File: src/rtl/gpd_pkg.sv
// Gain packet deframer package: byte codes, frame positions, widths and
// the frame record type shared by the front, the queue and the back.
// No dependencies.
package gpd_pkg;

    // Queue depth between the framer and the decoder
    localparam int GPD_FIFO_DEPTH = 2;

    // Byte codes
    localparam logic [7:0] HDR_FIRST  = 8'h53;
    localparam logic [7:0] HDR_SECOND = 8'h4D;
    localparam logic [7:0] TRAILER    = 8'h50;
    localparam logic [7:0] POINT_CHAR = 8'h2E;
    localparam logic [7:0] DIGIT_ZERO = 8'h30;
    localparam logic [7:0] TYPE_FIRST = 8'h41;
    localparam logic [7:0] TYPE_LAST  = 8'h49;

    // Frame positions; also used as point position codes
    localparam logic [2:0] FP_NONE    = 3'd0;
    localparam logic [2:0] FP_TYPE    = 3'd2;
    localparam logic [2:0] FP_CHAR0   = 3'd3;
    localparam logic [2:0] FP_CHAR1   = 3'd4;
    localparam logic [2:0] FP_CHAR2   = 3'd5;
    localparam logic [2:0] FP_CHAR3   = 3'd6;
    localparam logic [2:0] FP_TRAILER = 3'd7;

    // Arithmetic widths
    localparam int DIGIT_W = 9;   // byte minus '0', signed
    localparam int INNER_W = 19;  // weighted digit sum, signed
    localparam int VALUE_W = 29;  // value in thousandths, signed
    localparam int INDEX_W = 4;

    // Hunt / collect state of the framer
    typedef enum logic {
        ST_HUNT,
        ST_COLLECT
    } t_fr_state;

    // Final scale applied to the weighted digit sum
    typedef enum logic [1:0] {
        SC_1,
        SC_10,
        SC_100,
        SC_1000
    } t_scale;

    // One complete frame with a good trailer
    typedef struct packed {
        logic [7:0]      type_byte;
        logic [3:0][7:0] chars;
        logic [2:0]      point_pos;
    } t_frame;

endpackage

File: src/rtl/gain_packet_deframer_top.sv
// Gain packet deframer top: one byte transfer per cycle while full is low.
// A result shows on the result ports once the frame with the good trailer
// byte has passed the queue, the sum stage and the scale stage.
// full rises only when the frame queue is full, i.e. results are not popped.
// Reset (synchronous, active low) clears hunt state, queue and valid bits.
// Depends on gpd_pkg, gpd_front, gpd_fifo, gpd_back.
module gain_packet_deframer_top
    import gpd_pkg::*;
#(
    parameter int FIFO_DEPTH = GPD_FIFO_DEPTH
) (
    input  logic                       i_clk,
    input  logic                       i_rst_n,
    input  logic                       push,
    output logic                       full,
    input  logic [7:0]                 i_rx_byte,
    output logic                       empty,
    input  logic                       pop,
    output logic [INDEX_W-1:0]         o_gain_index,
    output logic signed [VALUE_W-1:0]  o_value_milli,
    output logic                       o_status
);

    logic   accept;
    logic   fr_push, q_full, q_valid, q_pop, out_valid;
    t_frame fr_frame, q_frame;

    assign accept = push && !q_full;
    assign full   = q_full;
    assign empty  = !out_valid;

    // Header hunt and frame collection
    gpd_front u_front (
        .i_clk        (i_clk),
        .i_rst_n      (i_rst_n),
        .i_accept     (accept),
        .i_rx_byte    (i_rx_byte),
        .o_frame_push (fr_push),
        .o_frame      (fr_frame)
    );

    // Frame queue
    gpd_fifo #(
        .DEPTH (FIFO_DEPTH)
    ) u_fifo (
        .i_clk   (i_clk),
        .i_rst_n (i_rst_n),
        .i_push  (fr_push),
        .i_frame (fr_frame),
        .o_full  (q_full),
        .o_valid (q_valid),
        .i_pop   (q_pop),
        .o_frame (q_frame)
    );

    // Value decode and result register
    gpd_back u_back (
        .i_clk         (i_clk),
        .i_rst_n       (i_rst_n),
        .i_frame_valid (q_valid),
        .i_frame       (q_frame),
        .o_frame_pop   (q_pop),
        .o_valid       (out_valid),
        .i_pop         (pop),
        .o_gain_index  (o_gain_index),
        .o_value_milli (o_value_milli),
        .o_status      (o_status)
    );

endmodule

File: src/rtl/gpd_front.sv
// Gain packet deframer front: header hunt and frame collection, one byte
// per transfer. Hands each frame with a good trailer to the queue.
// Depends on gpd_pkg.
module gpd_front
    import gpd_pkg::*;
(
    input  logic       i_clk,
    input  logic       i_rst_n,
    input  logic       i_accept,
    input  logic [7:0] i_rx_byte,
    output logic       o_frame_push,
    output t_frame     o_frame
);

    t_fr_state       r_state, n_state;
    logic [2:0]      r_pos, n_pos;
    logic [2:0]      r_point, n_point;
    logic [7:0]      r_prev;
    logic [7:0]      r_type, n_type;
    logic [3:0][7:0] r_chars, n_chars;
    logic [1:0]      char_idx;

    assign char_idx = 2'(r_pos - FP_CHAR0);

    // Control state
    always_ff @(posedge i_clk) begin
        if (!i_rst_n) begin
            r_state <= ST_HUNT;
            r_pos   <= FP_NONE;
            r_point <= FP_NONE;
            r_prev  <= 8'h00;
        end else begin
            r_state <= n_state;
            r_pos   <= n_pos;
            r_point <= n_point;
            if (i_accept) begin
                r_prev <= i_rx_byte;
            end
        end
    end

    // Frame payload, written before it is read
    always_ff @(posedge i_clk) begin
        r_type  <= n_type;
        r_chars <= n_chars;
    end

    // Next state and frame hand-off
    always_comb begin
        n_state      = r_state;
        n_pos        = r_pos;
        n_point      = r_point;
        n_type       = r_type;
        n_chars      = r_chars;
        o_frame_push = 1'b0;
        if (i_accept) begin
            case (r_state)
                ST_HUNT: begin
                    if (r_prev == HDR_FIRST && i_rx_byte == HDR_SECOND) begin
                        n_state = ST_COLLECT;
                        n_pos   = FP_TYPE;
                        n_point = FP_NONE;
                    end
                end
                ST_COLLECT: begin
                    if (r_pos == FP_TYPE) begin
                        n_type = i_rx_byte;
                        n_pos  = FP_CHAR0;
                    end else if (r_pos >= FP_CHAR0 && r_pos <= FP_CHAR3) begin
                        n_chars[char_idx] = i_rx_byte;
                        if (i_rx_byte == POINT_CHAR) begin
                            n_point = r_pos;
                        end
                        n_pos = r_pos + 3'd1;
                    end else begin
                        // trailer: good one emits, either way hunt again
                        o_frame_push = (i_rx_byte == TRAILER);
                        n_state      = ST_HUNT;
                        n_pos        = FP_NONE;
                    end
                end
                default: begin
                    n_state = ST_HUNT;
                end
            endcase
        end
    end

    assign o_frame.type_byte = r_type;
    assign o_frame.chars     = r_chars;
    assign o_frame.point_pos = r_point;

    // A frame is handed off only from the trailer position
    a_push_at_trailer: assert property (@(posedge i_clk) disable iff (!i_rst_n)
        o_frame_push |-> (r_state == ST_COLLECT && r_pos == FP_TRAILER))
        else $error("frame push outside trailer position");

    // The trailer always ends collection
    a_trailer_rearms: assert property (@(posedge i_clk) disable iff (!i_rst_n)
        (i_accept && r_state == ST_COLLECT && r_pos == FP_TRAILER)
        |=> (r_state == ST_HUNT && r_pos == FP_NONE))
        else $error("hunt not rearmed after trailer");

    // A header starts collection at the type position
    a_header_start: assert property (@(posedge i_clk) disable iff (!i_rst_n)
        (i_accept && r_state == ST_HUNT && r_prev == HDR_FIRST
         && i_rx_byte == HDR_SECOND)
        |=> (r_state == ST_COLLECT && r_pos == FP_TYPE && r_point == FP_NONE))
        else $error("header did not start a frame");

endmodule

File: src/rtl/gpd_fifo.sv
// Gain packet deframer queue: short frame queue between front and back.
// Depends on gpd_pkg.
module gpd_fifo
    import gpd_pkg::*;
#(
    parameter int DEPTH = GPD_FIFO_DEPTH
) (
    input  logic   i_clk,
    input  logic   i_rst_n,
    input  logic   i_push,
    input  t_frame i_frame,
    output logic   o_full,
    output logic   o_valid,
    input  logic   i_pop,
    output t_frame o_frame
);

    localparam int CNT_W = $clog2(DEPTH + 1);
    localparam int PTR_W = (DEPTH > 1) ? $clog2(DEPTH) : 1;

    t_frame             r_mem [DEPTH];
    logic [PTR_W-1:0]   r_wr_ptr, r_rd_ptr;
    logic [CNT_W-1:0]   r_count;
    logic               do_push, do_pop;

    assign o_full  = (r_count == CNT_W'(DEPTH));
    assign o_valid = (r_count != '0);
    assign do_push = i_push && !o_full;
    assign do_pop  = i_pop && o_valid;
    assign o_frame = r_mem[r_rd_ptr];

    // Pointers and fill count
    always_ff @(posedge i_clk) begin
        if (!i_rst_n) begin
            r_wr_ptr <= '0;
            r_rd_ptr <= '0;
            r_count  <= '0;
        end else begin
            if (do_push) begin
                r_wr_ptr <= (r_wr_ptr == PTR_W'(DEPTH - 1)) ? '0 : r_wr_ptr + 1'b1;
            end
            if (do_pop) begin
                r_rd_ptr <= (r_rd_ptr == PTR_W'(DEPTH - 1)) ? '0 : r_rd_ptr + 1'b1;
            end
            if (do_push && !do_pop) begin
                r_count <= r_count + 1'b1;
            end else if (do_pop && !do_push) begin
                r_count <= r_count - 1'b1;
            end
        end
    end

    // Entry storage
    always_ff @(posedge i_clk) begin
        if (do_push) begin
            r_mem[r_wr_ptr] <= i_frame;
        end
    end

    // The front never pushes into a full queue
    a_no_overflow: assert property (@(posedge i_clk) disable iff (!i_rst_n)
        i_push |-> !o_full)
        else $error("push into full queue");

    a_count_bound: assert property (@(posedge i_clk) disable iff (!i_rst_n)
        r_count <= CNT_W'(DEPTH))
        else $error("queue count out of range");

    a_count_up: assert property (@(posedge i_clk) disable iff (!i_rst_n)
        (do_push && !do_pop) |=> (r_count == $past(r_count) + 1'b1))
        else $error("queue count did not advance");

endmodule

File: src/rtl/gpd_back.sv
// Gain packet deframer back: decodes queued frames in two stages
// (weighted digit sum, then scale) into a result register.
// Depends on gpd_pkg.
module gpd_back
    import gpd_pkg::*;
(
    input  logic                       i_clk,
    input  logic                       i_rst_n,
    input  logic                       i_frame_valid,
    input  t_frame                     i_frame,
    output logic                       o_frame_pop,
    output logic                       o_valid,
    input  logic                       i_pop,
    output logic [INDEX_W-1:0]         o_gain_index,
    output logic signed [VALUE_W-1:0]  o_value_milli,
    output logic                       o_status
);

    localparam logic signed [INNER_W-1:0] K_I10   = 10;
    localparam logic signed [INNER_W-1:0] K_I100  = 100;
    localparam logic signed [INNER_W-1:0] K_I1000 = 1000;
    localparam logic signed [VALUE_W-1:0] K_V10   = 10;
    localparam logic signed [VALUE_W-1:0] K_V100  = 100;
    localparam logic signed [VALUE_W-1:0] K_V1000 = 1000;

    // Stage 1 registers
    logic                       r_s1_valid;
    logic signed [INNER_W-1:0]  r_s1_inner;
    t_scale                     r_s1_scale;
    logic [INDEX_W-1:0]         r_s1_index;
    logic                       r_s1_status;

    // Result registers
    logic                       r_out_valid;
    logic signed [VALUE_W-1:0]  r_out_value;
    logic [INDEX_W-1:0]         r_out_index;
    logic                       r_out_status;

    logic                       out_ready, s1_ready;
    logic signed [DIGIT_W-1:0]  dig [4];
    logic signed [INNER_W-1:0]  ext [4];
    logic signed [INNER_W-1:0]  n_inner;
    t_scale                     n_scale;
    logic                       known;
    logic signed [VALUE_W-1:0]  s2_ext, n_value;

    assign out_ready   = !r_out_valid || i_pop;
    assign s1_ready    = !r_s1_valid || out_ready;
    assign o_frame_pop = i_frame_valid && s1_ready;

    // Stage 1: digits and weighted sum by point position
    always_comb begin
        for (int k = 0; k < 4; k++) begin
            dig[k] = $signed({1'b0, i_frame.chars[k]}) - $signed({1'b0, DIGIT_ZERO});
            ext[k] = INNER_W'(dig[k]);
        end
        case (i_frame.point_pos)
            FP_NONE: begin
                n_inner = ext[0] * K_I1000 + ext[1] * K_I100 + ext[2] * K_I10 + ext[3];
                n_scale = SC_1000;
            end
            FP_CHAR0: begin
                n_inner = ext[1] * K_I100 + ext[2] * K_I10 + ext[3];
                n_scale = SC_1;
            end
            FP_CHAR1: begin
                n_inner = ext[0] * K_I100 + ext[2] * K_I10 + ext[3];
                n_scale = SC_10;
            end
            FP_CHAR2: begin
                n_inner = ext[0] * K_I100 + ext[1] * K_I10 + ext[3];
                n_scale = SC_100;
            end
            default: begin
                // point in the last character slot
                n_inner = '0;
                n_scale = SC_1;
            end
        endcase
        known = (i_frame.type_byte >= TYPE_FIRST) && (i_frame.type_byte <= TYPE_LAST);
    end

    // Stage 2: final scale by a constant
    always_comb begin
        s2_ext = VALUE_W'(r_s1_inner);
        case (r_s1_scale)
            SC_1:    n_value = s2_ext;
            SC_10:   n_value = s2_ext * K_V10;
            SC_100:  n_value = s2_ext * K_V100;
            SC_1000: n_value = s2_ext * K_V1000;
            default: n_value = s2_ext;
        endcase
    end

    // Valid bits
    always_ff @(posedge i_clk) begin
        if (!i_rst_n) begin
            r_s1_valid  <= 1'b0;
            r_out_valid <= 1'b0;
        end else begin
            if (s1_ready) begin
                r_s1_valid <= i_frame_valid;
            end
            if (out_ready) begin
                r_out_valid <= r_s1_valid;
            end
        end
    end

    // Payload
    always_ff @(posedge i_clk) begin
        if (o_frame_pop) begin
            r_s1_inner  <= n_inner;
            r_s1_scale  <= n_scale;
            r_s1_index  <= known ? INDEX_W'(i_frame.type_byte - TYPE_FIRST) : '0;
            r_s1_status <= !known;
        end
        if (out_ready && r_s1_valid) begin
            r_out_value  <= n_value;
            r_out_index  <= r_s1_index;
            r_out_status <= r_s1_status;
        end
    end

    assign o_valid       = r_out_valid;
    assign o_gain_index  = r_out_index;
    assign o_value_milli = r_out_value;
    assign o_status      = r_out_status;

    // Error results carry index zero
    a_err_index: assert property (@(posedge i_clk) disable iff (!i_rst_n)
        (r_out_valid && r_out_status) |-> (r_out_index == '0))
        else $error("error result with nonzero index");

    // A popped frame reaches stage 1
    a_pop_to_s1: assert property (@(posedge i_clk) disable iff (!i_rst_n)
        o_frame_pop |=> r_s1_valid)
        else $error("popped frame lost");

    // Stage 1 moves into a free result register
    a_s1_to_out: assert property (@(posedge i_clk) disable iff (!i_rst_n)
        (r_s1_valid && out_ready) |=> r_out_valid)
        else $error("stage 1 result lost");

endmodule
File: config.mk
export PLATFORM = sky130hd
export DESIGN_NAME = gain_packet_deframer_top
export DESIGN_NICKNAME = d
export VERILOG_FILES = /design/src/rtl/gpd_pkg.sv /design/src/rtl/gain_packet_deframer_top.sv /design/src/rtl/gpd_front.sv /design/src/rtl/gpd_fifo.sv /design/src/rtl/gpd_back.sv
export SDC_FILE = /design/constraint.sdc
export NUM_CORES = 1
export LEC_CHECK = 0
export BUFFER_PORTS_ARGS = -buffer_cell sky130_fd_sc_hd__buf_2
export CAP_MARGIN = 20
export CORE_UTILIZATION = 50
export DETAILED_ROUTE_END_ITERATION = 6
export PLACE_DENSITY = 0.66
export RECOVER_POWER = 25
export SKIP_LAST_GASP = 1
export SLEW_MARGIN = 20
export SYNTH_ARGS = -nofsm -noshare
export SYNTH_HDL_FRONTEND = slang
export SYNTH_SLANG_ARGS = --single-unit
export TNS_END_PERCENT = 20
File: constraint.sdc
create_clock -name i_clk -period 8.8 [get_ports i_clk]
set_clock_uncertainty 0.1 [all_clocks]
set_input_delay 1.32 -clock i_clk [delete_from_list [all_inputs] [get_ports i_clk]]
set_output_delay 1.32 -clock i_clk [all_outputs]
set_load 0.01 [all_outputs]
Word level (Yosys, flattened, before mapping)
Memory sizes are Yosys's and may differ from the RTL's. A register that Yosys moved wholly into a read port is not among the register bits.
Cells that the tools add are included.
{"block": "totals", "memories": 1, "ramBits": 86, "register_bits": 121, "in_bits": 12, "out_inout_bits": 36, "word_cells": 132}
{"memory": "u_fifo.r_mem", "depth": 2, "word_bits": 43, "rd": 1, "rd_ports_with_merged_regs": 1, "wr": 1, "line_no": "gpd_fifo.sv:21", "rtl": "t_frame r_mem [DEPTH];"}
{"block": "op_classes", "bitwise": 2, "n_addsub": 20, "mul": 8, "eq_ne": 16, "mux": 31, "n_lt_le_gt_ge": 6, "n_reduce_logical": 27}
{"operator": "$pmux 29 s4", "count": 1}
{"operator": "$add 19x19->19", "count": 5}
{"operator": "$add 19x9->19", "count": 4}
{"operator": "$pmux 19 s4", "count": 1}
{"operator": "$sub 8x6->9 const B", "count": 4}
{"operator": "$bwmux 32", "count": 1}
{"operator": "$mul 9x6->15 const B", "count": 2}
{"operator": "$mul 19x8->26 const B", "count": 1}
{"operator": "$mul 9x4->13 const B", "count": 2}
{"operator": "$mul 19x6->25 const B", "count": 1}
{"operator": "$eq 8x7->1 const B", "count": 3}
{"operator": "$mul 19x4->23 const B", "count": 1}
{"operator": "$mux 3", "count": 7}
{"operator": "$demux 8 s2", "count": 1}
{"operator": "$mul 9x8->16 const B", "count": 1}
{"operator": "$mux 1", "count": 13}
{"operator": "$pmux 3 s2", "count": 2}
{"operator": "$logic_and 1x1->1", "count": 11}
{"operator": "$eq 8x6->1 const B", "count": 1}
{"operator": "$ge 8x7->1 const B", "count": 1}
{"operator": "$le 8x7->1 const B", "count": 1}
{"operator": "$mux 8", "count": 1}
{"operator": "$eq 2x2->1 const B", "count": 3}
{"operator": "$eq 3x2->1 const B", "count": 2}
{"operator": "27 further kinds", "count": 40}

Logic depth before layout (Yosys ltp)
{"block": "logic_depth", "depth_word": 11, "depth_mapped": 33, "mapped_depth_nobuf": 29}

Modules after synthesis
From an unflattened synthesis, not the netlist that was laid out.
{"block": "hier_totals", "hier_cells": 2154, "area_unflattened_um2": 22887.0}
{"mod": "gpd_back", "n_inst": 1, "area_each_um2": 17446.7, "cells_each": 1858, "seq_area_each_um2": 1841.8}
{"mod": "gpd_fifo", "n_inst": 1, "area_each_um2": 3338.2, "cells_each": 159, "seq_area_each_um2": 2682.6}
{"mod": "gpd_front", "n_inst": 1, "area_each_um2": 2084.5, "cells_each": 135, "seq_area_each_um2": 1501.4}
{"mod": "gain_packet_deframer_top", "n_inst": 1, "area_each_um2": 17.5, "cells_each": 2, "seq_area_each_um2": 0.0}

Worst setup path after synthesis
No wires, ideal clock.
{"block": "synth_path", "path_type": "register to register", "startpoint": "register (tool-made name)", "endpoint": "register u_back.r_s1_inner[18], data pin", "path_buffers": 5, "required_ns": 8.417, "setup_time_ns": 0.283, "path_stages_with_launch": 32, "t_arrival_ns": 7.571, "slack_ns": 0.846, "path_cell_list": "dfxtp_1 buf_2 buf_2 buf_2 buf_2 buf_2 mux2i_1 inv_1 ha_1 fa_1 inv_1 fa_1 inv_1 fa_1 ha_1 o21ai_0 a21oi_1 o21ai_0 a21oi_1 o21ai_0 nand2_1 xnor2_1 fa_1 inv_1 fa_1 ha_1 nand3_1 o31ai_1 nor4_1 nor3_1 xnor2_1 o2111ai_1"}
{"item": "end signal, assigned", "line_no": "gpd_back.sv:113", "rtl": "r_s1_inner <= n_inner;"}
{"item": "end, declared", "line_no": "gpd_back.sv:28", "rtl": "logic signed [INNER_W-1:0] r_s1_inner;"}

==> reports/qor.txt <==
Synth top cells by count - ha_1, inv_1, fa_1, edfxtp_1, a21oi_1
Number of buffers added on ports - 47
Avg WL per Cell - 19.0 µm
Status - complete, but fails checks
Synth top area share - 24.7%
Clk root buf - clkbuf_16
Vias in the first global route - 16455
Most Frequent Cell on Critical Path - fa_1
ANT cells - 0
Grt met1 use - 28.6%
# setup viols final - 0
Reg clk slew, reported paths - 0.06 ns
CP Launch Type - flip-flop
Syn-to-layout area delta - 8.00%
Hold Path Class - reg -> reg
CTS Buf Count - 24
Clk buf depth - 3
Arr. time, crit path - 8.17 ns
Top FF cell, synth - edfxtp_1
RSZ-0062 raised after global routing - false
Failing checks - max-capacitance violations, max-slew violations
Largest net degree at the start of global routing - 57
Register area share after synthesis - 26.7%
Mapped Cells - 2121
GR peak layer - met2
Slowest CP cell - fa_1
Min Tclk post-route - 8.01 ns
Die W - 215 µm
Most common cell in the netlist - ha_1
Total GRT Usage - 23.4%
Drt first pass iters - 6
Top post-synthesis cells by area - edfxtp_1, fa_1, ha_1, inv_1, xnor2_1
Io pins - 48
Count of flip-flops with a built-in enable after synthesis - 186
Req. time, crit path - 8.96 ns
Max-Slew Margin vs Limit - -34.8%
Worst-Margin Slew - 2.02 ns
Max Slew Vio Count - 34
Fillers - 3889
PostCTS Resize Cnt - 0
Die Height - 215 µm
DR iter-0 viols - 831
Avg Cell Area, Syn - 10.7 µm²
FP Rows - 77
Max Cap Viol - 1
Clk_lat worst skew - 0.55 ns
Initial Util - 50.9%
Critical Path Fanout Max - 56
# Post-CTS Setup Buffers - 0
Share of post-route cells with drive strength above 1 - 6.74%
Yosys top cell by area - edfxtp_1
Met2 Resource Use GR - 43.0%
Yosys reg bits - 208
Clock sinks - 208
Post-Syn Area - 22600 µm²
Setup_tns - 0 ns
Routed vias/inst - 5.63
Max incr delay on CP - 0.55 ns
HPWL reported at the end of detailed placement - 43900 µm
Die ar. - 46000 µm²
Yosys Warn Count - 0
Fmax - 125 MHz
Final Wtd Congestion - 0.971
Vias post-DR - 15686
Clock H-tree levels - 1
Syn nets - 2677
Hold buffers post-CTS - 0
GR Overflow Total - 0
Ys async rst share - 0%
CP Capture Type - flip-flop
Crit share post-route - 91.0%
Initial antenna violation count - 0
Global-route wire length before repair - 85700 µm
Area of the multi-input gates - 15300 µm²
CTS tree - done
Met3 Use GR - 2.77%
Final Hold Vio Count - 0
Core ar. - 44400 µm²
Final nets - 2735
DRC Markers - 0
Sequential cell area - 6030 µm²
Synth cell types - 83
DRT Wirelength - 53000 µm
ANT nets after route - 0
Crit Path Class - reg -> reg
[cell families (layout without fill, tap and decap cells)]
| kind of cell | Yosys count | in the layout | share of synthesized area, % |
|---|---|---|---|
| fa+ha+maj | 544 | 544 | 37.1 |
| compound gates | 420 | 420 | 12.3 |
| simple gates | 377 | 377 | 8.25 |
| buf+inv | 351 | 426 | 5.95 |
| flops | 208 | 208 | 26.7 |
| xor+xnor | 155 | 155 | 6.01 |
| mux | 66 | 66 | 3.72 |
[worst paths after layout]
kind / start / end / slack, ns / cells past startpoint
min reg2reg: u_back.r_s1_status / u_back.o_status / 0.33 / 0
min: u_back.r_s1_status / u_back.o_status / 0.33 / 0
max reg2reg: flip-flop / u_back.r_s1_inner[18] / 0.79 / 29
max: flip-flop / u_back.r_s1_inner[18] / 0.79 / 29
[cell usage in the layout (no fill, tap or decap), drive strengths merged, types with 23 or more instances in the layout]
cell    count
a21o       36
a21oi     109
buf        50
clkbuf     30
edfxtp    186
fa        210
ha        334
inv       326
mux2i      39
nand2      84
nand3      25
nor2      105
nor2b      23
nor3       34
o21a       25
o21ai      86
xnor2     103
xor2       52
[layout make-up]
cell class / count / area share (%)
multi-input cells: 1562 / 62.5
flip-flops and latches: 208 / 24.7
inverters: 327 / 5.03
well taps: 592 / 3.04
clock buffers: 24 / 2.46
repair buffers: 56 / 1.25
clock inverters: 19 / 1.00
[registers in the layout (all words and copies together), names as in the netlist, 3 cells and up, named ones only]
signal	cells
u_fifo.r_mem	86
u_back.o_gain_index	4
u_front.o_frame	32
u_front.r_prev	8
u_front.r_pos	3
u_back.o_value_milli	29
u_back.r_s1_index	4
u_front.r_type	8
u_back.r_s1_inner	19
u_front.r_point	3
[critical path: cells and delay by family (launching register included)]
kind / cells / cell delay, ns
flip-flops: 1 / 0.36
buffers and inverters: 7 / 0.93
AND/OR/NAND/NOR: 4 / 0.56
AO/OA/AOI/OAI: 5 / 0.90
multiplexers: 1 / 0.22
XOR/XNOR: 3 / 0.71
adder cells (fa/ha/maj): 9 / 3.92
[layer usage]
layer  part of all wire, %  wire, µm
met1                    42     22200
met2                    51     27100
met3                   4.2      2200
met4                   2.8      1480
met5                     0         0
[through the flow]
step / utilization (%) / cells / hold slack [ns] / setup slack (ns) / area (µm²)
2_1_floorplan: - / 2121 / 0.300 / 0.846 / 22600
3_3_place_gp: 53.1 / 2745 / 0.319 / 1.04 / 23600
3_5_place_dp: 53.1 / 2745 / 0.313 / 0.812 / 23600
4_1_cts: 55.0 / 2788 / 0.323 / 0.795 / 24400
5_1_grt: 54.9 / 2788 / 0.328 / 0.191 / 24400
6_report: 54.9 / 2788 / 0.326 / 0.788 / 24400
Power is left out: the tool's default activity adds up to more than one toggle a clock period on the data nets, which glitch-free logic cannot reach.
